--- config.mk ---
export PLATFORM = sky130hd
export DESIGN_NAME = line_raster_bresenham
export DESIGN_NICKNAME = d
export VERILOG_FILES = /design/src/hdl/lrb_pkg.sv /design/src/hdl/lrb_ctrl.sv /design/src/hdl/lrb_dp.sv /design/src/hdl/line_raster_bresenham.sv
export SDC_FILE = /design/constraint.sdc
export NUM_CORES = 1
export LEC_CHECK = 0
export BUFFER_PORTS_ARGS = -buffer_cell sky130_fd_sc_hd__buf_4
export CAP_MARGIN = 25
export CORE_ASPECT_RATIO = 0.8
export CORE_MARGIN = 1.5
export CORE_UTILIZATION = 60
export CTS_CLUSTER_SIZE = 12
export DETAILED_ROUTE_END_ITERATION = 10
export PLACE_DENSITY = 0.86
export SETUP_SLACK_MARGIN = 0.2
export SYNTH_ARGS = -nofsm -noshare
export SYNTH_HDL_FRONTEND = slang
export SYNTH_SLANG_ARGS = --single-unit
export TNS_END_PERCENT = 100
--- constraint.sdc ---
create_clock -name clk -period 5.65 [get_ports clk]
set_input_delay 0.565 -clock clk [delete_from_list [all_inputs] [get_ports clk]]
set_output_delay 0.565 -clock clk [all_outputs]
set_load 0.05 [all_outputs]
--- src/hdl/lrb_pkg.sv ---
package lrb_pkg;

    localparam int COORD_W = 6;
    // error term spans roughly -2*63 .. +2*63
    localparam int ERR_W = 9;
    localparam int IN_TDATA_W = 24;
    localparam int OUT_TDATA_W = 16;

    typedef logic [COORD_W-1:0] coord_t;
    typedef logic signed [ERR_W-1:0] err_t;

    // controller -> datapath
    typedef struct packed {
        logic load;   // capture a new segment and set up the stepper
        logic step;   // advance one pixel along the major axis
    } lrb_cmd_t;

    // datapath -> controller
    typedef struct packed {
        logic last;   // current pixel is the end point
    } lrb_stat_t;

endpackage

--- src/hdl/lrb_ctrl.sv ---
module lrb_ctrl
(
    input  logic              clk,
    input  logic              rst_n,
    input  logic              s_valid,
    output logic              s_ready,
    output logic              m_valid,
    input  logic              m_ready,
    input  lrb_pkg::lrb_stat_t stat,
    output lrb_pkg::lrb_cmd_t  cmd
);
    import lrb_pkg::*;

    typedef enum logic [1:0] {
        ST_IDLE = 2'b01,
        ST_RUN  = 2'b10
    } state_t;

    state_t state_reg;
    state_t state_next;

    assign s_ready  = (state_reg == ST_IDLE);
    assign m_valid  = (state_reg == ST_RUN);
    assign cmd.load = s_valid && s_ready;
    assign cmd.step = m_valid && m_ready && !stat.last;

    always_comb
    begin
        state_next = state_reg;
        case (state_reg)
            ST_IDLE:
            begin
                if (s_valid)
                begin
                    state_next = ST_RUN;
                end
            end
            ST_RUN:
            begin
                if (m_ready && stat.last)
                begin
                    state_next = ST_IDLE;
                end
            end
            default:
            begin
                state_next = ST_IDLE;
            end
        endcase
    end

    always_ff @(posedge clk or negedge rst_n)
    begin
        if (!rst_n)
        begin
            state_reg <= ST_IDLE;
        end
        else
        begin
            state_reg <= state_next;
        end
    end

endmodule

--- src/hdl/lrb_dp.sv ---
module lrb_dp
(
    input  logic                              clk,
    input  lrb_pkg::lrb_cmd_t                 cmd,
    input  logic [lrb_pkg::IN_TDATA_W-1:0]    seg,
    output lrb_pkg::coord_t                   pixel_x,
    output lrb_pkg::coord_t                   pixel_y,
    output lrb_pkg::lrb_stat_t                stat
);
    import lrb_pkg::*;

    coord_t xs, ys, xe, ye;
    coord_t dx, dy;
    logic   y_major;
    coord_t maj0, maj_end0, mnr0, mnr_end0, dmaj0, dmnr0;

    coord_t maj_reg, maj_next;
    coord_t mnr_reg, mnr_next;
    coord_t maj_end_reg, maj_end_next;
    logic   maj_dec_reg, maj_dec_next;
    logic   mnr_dec_reg, mnr_dec_next;
    logic   y_major_reg, y_major_next;
    err_t   err_reg, err_next;
    err_t   inc_keep_reg, inc_keep_next;
    err_t   inc_step_reg, inc_step_next;

    assign xs = seg[COORD_W-1:0];
    assign ys = seg[2*COORD_W-1:COORD_W];
    assign xe = seg[3*COORD_W-1:2*COORD_W];
    assign ye = seg[4*COORD_W-1:3*COORD_W];

    assign dx      = (xe > xs) ? (xe - xs) : (xs - xe);
    assign dy      = (ye > ys) ? (ye - ys) : (ys - ye);
    assign y_major = (dx < dy);

    assign maj0     = y_major ? ys : xs;
    assign maj_end0 = y_major ? ye : xe;
    assign mnr0     = y_major ? xs : ys;
    assign mnr_end0 = y_major ? xe : ye;
    assign dmaj0    = y_major ? dy : dx;
    assign dmnr0    = y_major ? dx : dy;

    always_comb
    begin
        maj_next      = maj_reg;
        mnr_next      = mnr_reg;
        maj_end_next  = maj_end_reg;
        maj_dec_next  = maj_dec_reg;
        mnr_dec_next  = mnr_dec_reg;
        y_major_next  = y_major_reg;
        err_next      = err_reg;
        inc_keep_next = inc_keep_reg;
        inc_step_next = inc_step_reg;
        if (cmd.load)
        begin
            maj_next      = maj0;
            mnr_next      = mnr0;
            maj_end_next  = maj_end0;
            maj_dec_next  = !(maj_end0 > maj0);
            mnr_dec_next  = !(mnr_end0 > mnr0);
            y_major_next  = y_major;
            inc_keep_next = err_t'({dmnr0, 1'b0});
            inc_step_next = err_t'({dmnr0, 1'b0}) - err_t'({dmaj0, 1'b0});
            err_next      = err_t'({dmnr0, 1'b0}) - err_t'(dmaj0);
        end
        else if (cmd.step)
        begin
            maj_next = maj_dec_reg ? (maj_reg - coord_t'(1)) : (maj_reg + coord_t'(1));
            if (err_reg[ERR_W-1])
            begin
                err_next = err_reg + inc_keep_reg;
            end
            else
            begin
                mnr_next = mnr_dec_reg ? (mnr_reg - coord_t'(1))
                                       : (mnr_reg + coord_t'(1));
                err_next = err_reg + inc_step_reg;
            end
        end
    end

    always_ff @(posedge clk)
    begin
        maj_reg      <= maj_next;
        mnr_reg      <= mnr_next;
        maj_end_reg  <= maj_end_next;
        maj_dec_reg  <= maj_dec_next;
        mnr_dec_reg  <= mnr_dec_next;
        y_major_reg  <= y_major_next;
        err_reg      <= err_next;
        inc_keep_reg <= inc_keep_next;
        inc_step_reg <= inc_step_next;
    end

    assign pixel_x   = y_major_reg ? mnr_reg : maj_reg;
    assign pixel_y   = y_major_reg ? maj_reg : mnr_reg;
    assign stat.last = (maj_reg == maj_end_reg);

endmodule

--- src/hdl/line_raster_bresenham.sv ---
// Bresenham line rasterizer.
// Slave stream: one transaction carries a segment (start and end points).
// Master stream: one transaction per pixel, start point through end point
// inclusive, in drawing order; tlast marks the end point.
// A segment whose major-axis delta is d gives d+1 pixels (1 to 64).
// The first pixel is offered the cycle after the segment is taken.
// Throughput: one pixel per cycle while the receiver is ready; the single
// error accumulator/stepper loop sets this pace.
// One segment is in flight at a time: s_axis_tready is high only when the
// previous segment's last pixel has been taken.
// Receiver stall: the current pixel holds on m_axis_tdata/tlast and the
// stepper waits; nothing is dropped.
// Reset (rst_n low, asynchronous) returns the controller to idle, drops any
// segment in progress and raises s_axis_tready. Datapath registers carry no
// reset; they are loaded on every accepted segment.
module line_raster_bresenham
(
    input  logic                               clk,
    input  logic                               rst_n,
    input  logic                               s_axis_tvalid,
    output logic                               s_axis_tready,
    // x_start[5:0], y_start[11:6], x_end[17:12], y_end[23:18]
    input  logic [lrb_pkg::IN_TDATA_W-1:0]     s_axis_tdata,
    output logic                               m_axis_tvalid,
    input  logic                               m_axis_tready,
    // pixel_x[5:0], pixel_y[11:6], zero[15:12]
    output logic [lrb_pkg::OUT_TDATA_W-1:0]    m_axis_tdata,
    // last_pixel
    output logic                               m_axis_tlast
);
    import lrb_pkg::*;

    lrb_cmd_t  cmd;
    lrb_stat_t stat;
    coord_t    pixel_x;
    coord_t    pixel_y;

    lrb_ctrl u_ctrl
    (
        .clk     (clk),
        .rst_n   (rst_n),
        .s_valid (s_axis_tvalid),
        .s_ready (s_axis_tready),
        .m_valid (m_axis_tvalid),
        .m_ready (m_axis_tready),
        .stat    (stat),
        .cmd     (cmd)
    );

    lrb_dp u_dp
    (
        .clk     (clk),
        .cmd     (cmd),
        .seg     (s_axis_tdata),
        .pixel_x (pixel_x),
        .pixel_y (pixel_y),
        .stat    (stat)
    );

    assign m_axis_tdata = {{(OUT_TDATA_W - 2*COORD_W){1'b0}}, pixel_y, pixel_x};
    assign m_axis_tlast = stat.last;

    // a taken segment always produces a pixel next cycle
    a_load_then_pixel: assert property (@(posedge clk) disable iff (!rst_n)
        (s_axis_tvalid && s_axis_tready) |=> m_axis_tvalid)
        else $error("no pixel after segment accepted");

    // input side closed while pixels are pending
    a_one_segment: assert property (@(posedge clk) disable iff (!rst_n)
        m_axis_tvalid |-> !s_axis_tready)
        else $error("segment accepted while drawing");

    // the end point closes the run
    a_last_ends_run: assert property (@(posedge clk) disable iff (!rst_n)
        (m_axis_tvalid && m_axis_tready && m_axis_tlast) |=> !m_axis_tvalid)
        else $error("pixel emitted after end point");

    // non-final pixel taken: stepper advances, end point not yet reached stays consistent
    a_step_moves: assert property (@(posedge clk) disable iff (!rst_n)
        (m_axis_tvalid && m_axis_tready && !m_axis_tlast) |=>
        (m_axis_tvalid && (m_axis_tdata != $past(m_axis_tdata))))
        else $error("pixel did not advance");

endmodule
Yosys cells after proc, flatten, opt, wreduce, memory -nomap -nowiden
Cells that the tools add are included.
Widths: inputs -> output; s select.
{"block": "word_totals", "register_bits": 47, "inputBits": 28, "elab_cells": 66, "out_inout_bits": 19}
{"block": "classes", "add_sub_neg": 12, "n_lt_le_gt_ge": 5, "reduce_logical": 10, "n_mux": 23, "eq_ne": 6}
{"cell": "$mux 6", "count": 17}
{"cell": "$mux 9", "count": 3}
{"cell": "$gt 6x6->1", "count": 4}
{"cell": "$sub 6x6->6", "count": 4}
{"cell": "$add 6x1->6 const B", "count": 2}
{"cell": "$sub 6x1->6 const B", "count": 2}
{"cell": "$add 9x8->9", "count": 1}
{"cell": "$add 9x9->9", "count": 1}
{"cell": "$sub 7x6->8", "count": 1}
{"cell": "$sub 7x7->8", "count": 1}
{"cell": "$eq 6x6->1", "count": 1}
{"cell": "$lt 6x6->1", "count": 1}
{"cell": "$ne 2x2->1 const B", "count": 3}
{"cell": "$logic_and 1x1->1", "count": 4}
{"cell": "$mux 2", "count": 2}
{"cell": "$pmux 2 s2", "count": 1}
{"cell": "$reduce_and 2->1", "count": 2}
{"cell": "$logic_not 1->1", "count": 3}
{"cell": "$eq 2x1->1 const B", "count": 1}
{"cell": "$eq 2x2->1 const B", "count": 1}
{"cell": "$reduce_bool 2->1", "count": 1}

Longest topological paths before layout
{"block": "logic_depth", "depth_word": 6, "mapped_depth": 26, "ltp_nobuf": 24}

By module
From an unflattened synthesis, not the netlist that was laid out.
{"block": "unflattened", "hier_cells": 544, "area_unflattened_um2": 4981.0}
{"mod": "lrb_dp", "seq_area_each_um2": 1261.2, "cells_each": 530, "area_each_um2": 4848.4, "instances": 1}
{"mod": "lrb_ctrl", "seq_area_each_um2": 51.3, "cells_each": 9, "area_each_um2": 98.8, "instances": 1}
{"mod": "line_raster_bresenham", "seq_area_each_um2": 0.0, "cells_each": 5, "area_each_um2": 33.8, "instances": 1}

Least setup slack after synthesis
No wires, ideal clock.
{"block": "synth_timing", "path_type": "input port to flip-flop", "start": "input port s_axis_tdata[18] in the netlist's numbering", "end": "register u_dp.err_reg[6] (data pin)", "setup_slack_ps": -106, "t_required_ps": 5387, "path_buffers": 3, "t_arrival_ps": 5494, "cell_stages": 25, "setup_ps": 263, "cell_sequence": "inv_1 -> ha_1 -> inv_1 -> fa_1 -> a211oi_4 -> o31ai_4 -> a2111o_1 -> o211a_1 -> nand2_1 -> xnor2_1 -> ha_1 -> o21ai_0 -> a32oi_2 -> clkbuf_1 -> buf_1 -> clkbuf_1 -> a21oi_1 -> ha_1 -> a21o_1 -> a21o_1 -> nor2_1 -> a22oi_1 -> a311oi_1 -> xnor2_1 -> o21ai_1"}
{"block": "synth_between", "elab_chain_len": 6, "word_cells_on_any_way": 9, "classes_between": "add/sub (3); order compare (2); mux (4)"}
{"item": "from (decl)", "line": "line_raster_bresenham.sv:23", "text": "input logic [lrb_pkg::IN_TDATA_W-1:0] s_axis_tdata,"}
{"item": "$sub 6x6->6 / $gt 6x6->1 (equally long branches)", "line": "lrb_dp.sv:33", "text": "assign dy = (ye > ys) ? (ye - ys) : (ys - ye);"}
{"item": "$mux 6 (*)", "line": "lrb_dp.sv:33"}
{"item": "$lt 6x6->1", "line": "lrb_dp.sv:34", "text": "assign y_major = (dx < dy);"}
{"item": "$mux 6 (*)", "line": "lrb_dp.sv:41", "text": "assign dmnr0 = y_major ? dx : dy;"}
{"item": "via u_dp.dmnr0[1]", "line": "lrb_dp.sv:15", "text": "coord_t maj0, maj_end0, mnr0, mnr_end0, dmaj0, dmnr0;"}
{"item": "$sub 7x6->8 (*)", "line": "lrb_dp.sv:64", "text": "err_next = err_t'({dmnr0, 1'b0}) - err_t'(dmaj0);"}
{"item": "$mux 9 (*)", "line": "lrb_dp.sv:54", "text": "if (cmd.load)"}
{"item": "via u_dp.err_next[6]", "line": "lrb_dp.sv:23", "text": "err_t err_reg, err_next;"}
{"item": "to (signal assigned)", "line": "lrb_dp.sv:90", "text": "err_reg <= err_next;"}
{"item": "to (decl)", "line": "lrb_dp.sv:23"}
The timed path passes the listed nets; every way through them passes the cells marked *.
A chain may end at the register's enable or synchronous reset.

Worst setup path after layout
{"block": "layout_timing", "start": "input port s_axis_tdata[11] in the netlist's numbering", "end": "register u_dp.err_reg[6] (data pin)"}
{"block": "layout_between", "elab_chain_len": 6, "word_cells_on_any_way": 9, "classes_between": "add/sub (3); order compare (2); mux (4)"}
{"item": "$sub 6x6->6 / $gt 6x6->1 (equally long branches)", "line": "lrb_dp.sv:33"}
{"item": "$mux 6 (*)", "line": "lrb_dp.sv:33"}
{"item": "$lt 6x6->1", "line": "lrb_dp.sv:34"}
{"item": "$mux 6, on equally long branches", "line": "lrb_dp.sv:41, lrb_dp.sv:40"}
{"item": "$sub 7x6->8 (*)", "line": "lrb_dp.sv:64"}
{"item": "$mux 9 (*)", "line": "lrb_dp.sv:54"}
{"item": "via u_dp.err_next[6]", "line": "lrb_dp.sv:23"}
Marked as above.

==> qor.txt <==
Status -> finished, final reports clean
Overall Global Routing Usage -> 0.316
Worst Clk Skew -> 9.33 ps
Grt ovf -> 0
Post-synth top flop -> edfxtp_1
Crit path cell chain -> buf_4 > inv_1 > ha_1 > nand2_4 > o31a_1 > nor4b_1 > nor4_1 > buf_4 > ha_1 > o211ai_1 > a32oi_4 > inv_2 > mux2_2 > fa_1 > a21o_1 > a21o_1 > nor2_1 > a22oi_1 > a311oi_2 > xnor2_1 > o21ai_1
Leak -> 2.54 nW
Layout cells sized above 1 -> 0.175
Clock latency on the worst-skew pair -> 300 ps
Synth cell types -> 75
Metal2 WL -> 6500 µm
Post-layout nets -> 725
Metal-1 WL -> 5870 µm
Clock-pin slew on the worst setup and hold paths -> 80 ps
Worst IR Drop VDD -> 419 µV
Vias -> 4579
Setup tns final -> 0 ps
Hold Path Class -> input pin to asynchronous set/reset pin
Initial antenna violation count -> 0
Top cell type's share of synthesized area -> 0.251
CTS H-Tree Depth -> 2
Die extent in x -> 105 µm
Routed len/inst -> 18.7 µm
Delay of the slowest cell on the worst path -> 590 ps
Slew headroom -> 0.567
Post-synth EDFFs -> 42
Final core occ -> 0.711
Mapped Cells -> 578
Initial Utilization -> 0.627
F_max -> 189 MHz
Die ar. -> 8940 µm²
YS warnings -> 0
Final setup violation count -> 0
Worst Path Buf+Inv -> 4
Crit end category -> flip-flop
Top-level port count -> 47
Antenna diodes -> 0
First-pass GRT wire length -> 22200 µm
Post-synthesis register bit count -> 44
Final GP Congestion -> 0.990
Vias per cell -> 6.20
CTS Sinks -> 44
Worst-path fanout max -> 8
DR DRC count -> 0
Clk buf depth -> 2
TritonCTS Buffers -> 5
Ranking of synthesized cells by area -> edfxtp_1 (25%), ha_1 (15%), a21oi_1 (6.1%), inv_1 (4.2%), xnor2_1 (4.2%)
Synthesized cell area -> 5030 µm²
DRT Pass-1 Iters -> 6
Top sig layer -> met4
CTS root buf -> clkbuf_8
Area leader, netlist -> edfxtp_1
Sequential area share after synthesis -> 0.261
Final worst path period need -> 5300 ps
Area Overhead vs Synth -> 13.4%
Max reg flops -> 8
Ys async rst share -> 0.0455
Largest net degree at the start of global routing -> 56
Core ar. -> 8020 µm²
Row Count -> 29
WP data arrival -> 5320 ps
Port bufs -> 42
Vias in the first global route -> 4377
Final Routed Wirelength -> 13800 µm
Slowest-stage cell, CP -> nor4b_1
Avg Inst Size Synth -> 8.70 µm²
Data required time of the worst path -> 5670 ps
Met3 wire length -> 1190 µm
DR iter-0 viols -> 377
Delay-heaviest family, CP -> compound AO/OA/AOI/OAI gates
Fin crit share -> 0.938
Power Dens Cells -> 694 nW/µm²
Max-cap viol count -> 0
Dpl hpwl -> 10800 µm
CP startpoint kind -> input pin
Fin. Hold Viols -> 0
Crit Path Class -> input pin to flip-flop
Antenna viol nets, final -> 0
TritonCTS clock tree -> yes
# hold bufs at CTS -> 0
Slew Limit Fails -> 0
Worst-margin pin slew -> 648 ps
RSZ-0062 raised after global routing -> no
Die Span Y -> 84.9 µm
## power breakdown
group | switching [mW] | internal (mW) | leakage (nW)
Combinational | 1.75 | 1.20 | 2.07
Clock | 0.107 | 0.131 | 0.0552
Sequential | 0.127 | 0.649 | 0.416
## worst paths after layout
| path | from | to | slack [ps] | cells past startpoint |
|---|---|---|---|---|
| worst max-delay path | s_axis_tdata[11] | u_dp.err_reg[6] | 350 | 21 |
| worst min-delay path | rst_n | u_ctrl.state_reg[1] | 30 | 1 |
| worst max register to register | u_dp.err_reg[8] | u_dp.err_reg[8] | 2850 | 11 |
| worst min register to register | u_ctrl.state_reg[0] | u_ctrl.state_reg[0] | 660 | 2 |
| max in group asynchronous | rst_n | u_ctrl.state_reg[0] | 5440 | 1 |
| min in group clk | m_axis_tready | u_ctrl.state_reg[0] | 510 | 3 |
## cell usage after synthesis (6+ instances only)
library cell	n
edfxtp_1	42
nand3_1	6
clkbuf_1	11
nand2_1	53
and2_1	6
o21ai_0	25
a21oi_1	61
nor2_1	39
fa_1	8
nor2b_1	14
o21a_1	7
xor2_1	9
a21o_1	15
mux2_2	16
o22ai_1	6
xnor2_1	24
inv_1	56
o211ai_1	6
ha_1	60
mux2i_1	7
a211oi_1	7
## area by class of cell
type                       instances  area (µm²)
timing repair buffer              65         500
tap                              108         135
multi-input combinational        455        3430
inverter                          58         218
fill                             580        2310
clock inverter                     2        35.0
sequential                        44        1310
clock buffer                       6        72.6
## repair_timing
| action | 4_1_cts | 5_1_grt |
|---|---|---|
| buffers inserted | 0 | 1 |
| endpoints found under the hold margin | 0 | 0 |
| setup endpoints to repair | 0 | 7 |
| resized for setup | 0 | 8 |
## logic make-up (layout without fill, tap and decap cells)
family | Yosys count | in the layout | synth area share
AO/OA/AOI/OAI | 166 | 166 | 0.218
XOR/XNOR | 33 | 33 | 0.0575
adder cells (fa/ha/maj) | 69 | 69 | 0.183
buffers and inverters | 82 | 131 | 0.0679
flip-flops | 44 | 44 | 0.261
multiplexers | 23 | 23 | 0.0498
other | 1 | 4 | 0.000746
AND/OR/NAND/NOR | 160 | 160 | 0.161
## cells in the final DEF, fill, tap and decap left out, types with 9 or more instances in the layout
cell type / netlist / routed
a21o_1: 15 / 15
a21oi_1: 61 / 61
buf_4: 4 / 63
edfxtp_1: 42 / 42
ha_1: 60 / 59
inv_1: 56 / 56
mux2_2: 16 / 16
nand2_1: 53 / 53
nor2_1: 39 / 39
nor2b_1: 14 / 14
o21ai_0: 25 / 24
xnor2_1: 24 / 24
xor2_1: 9 / 9
## metal layers
metal	vias to the layer above	GRT usage
met2	242	0.537
li1	2176	-
met5	-	0
met3	35	0.0469
met1	2126	0.425
met4	0	0.0834
## stage by stage
| step | hold WS [ps] | instances | power (mW) | setup slack [ps] | cell area (µm²) |
|---|---|---|---|---|---|
| finish | 33.8 | 738 | 3.96 | 348 | 5700 |
| global placement | 347 | 728 | 3.42 | 224 | 5550 |
| floorplan | 269 | 581 | 2.84 | 265 | 5060 |
| global route | 29.9 | 738 | 4.24 | 143 | 5700 |
| CTS | 32.1 | 736 | 3.88 | 256 | 5660 |
| detailed placement | 349 | 728 | 3.57 | 6.48 | 5550 |
(Power assumes the default switching activity.)
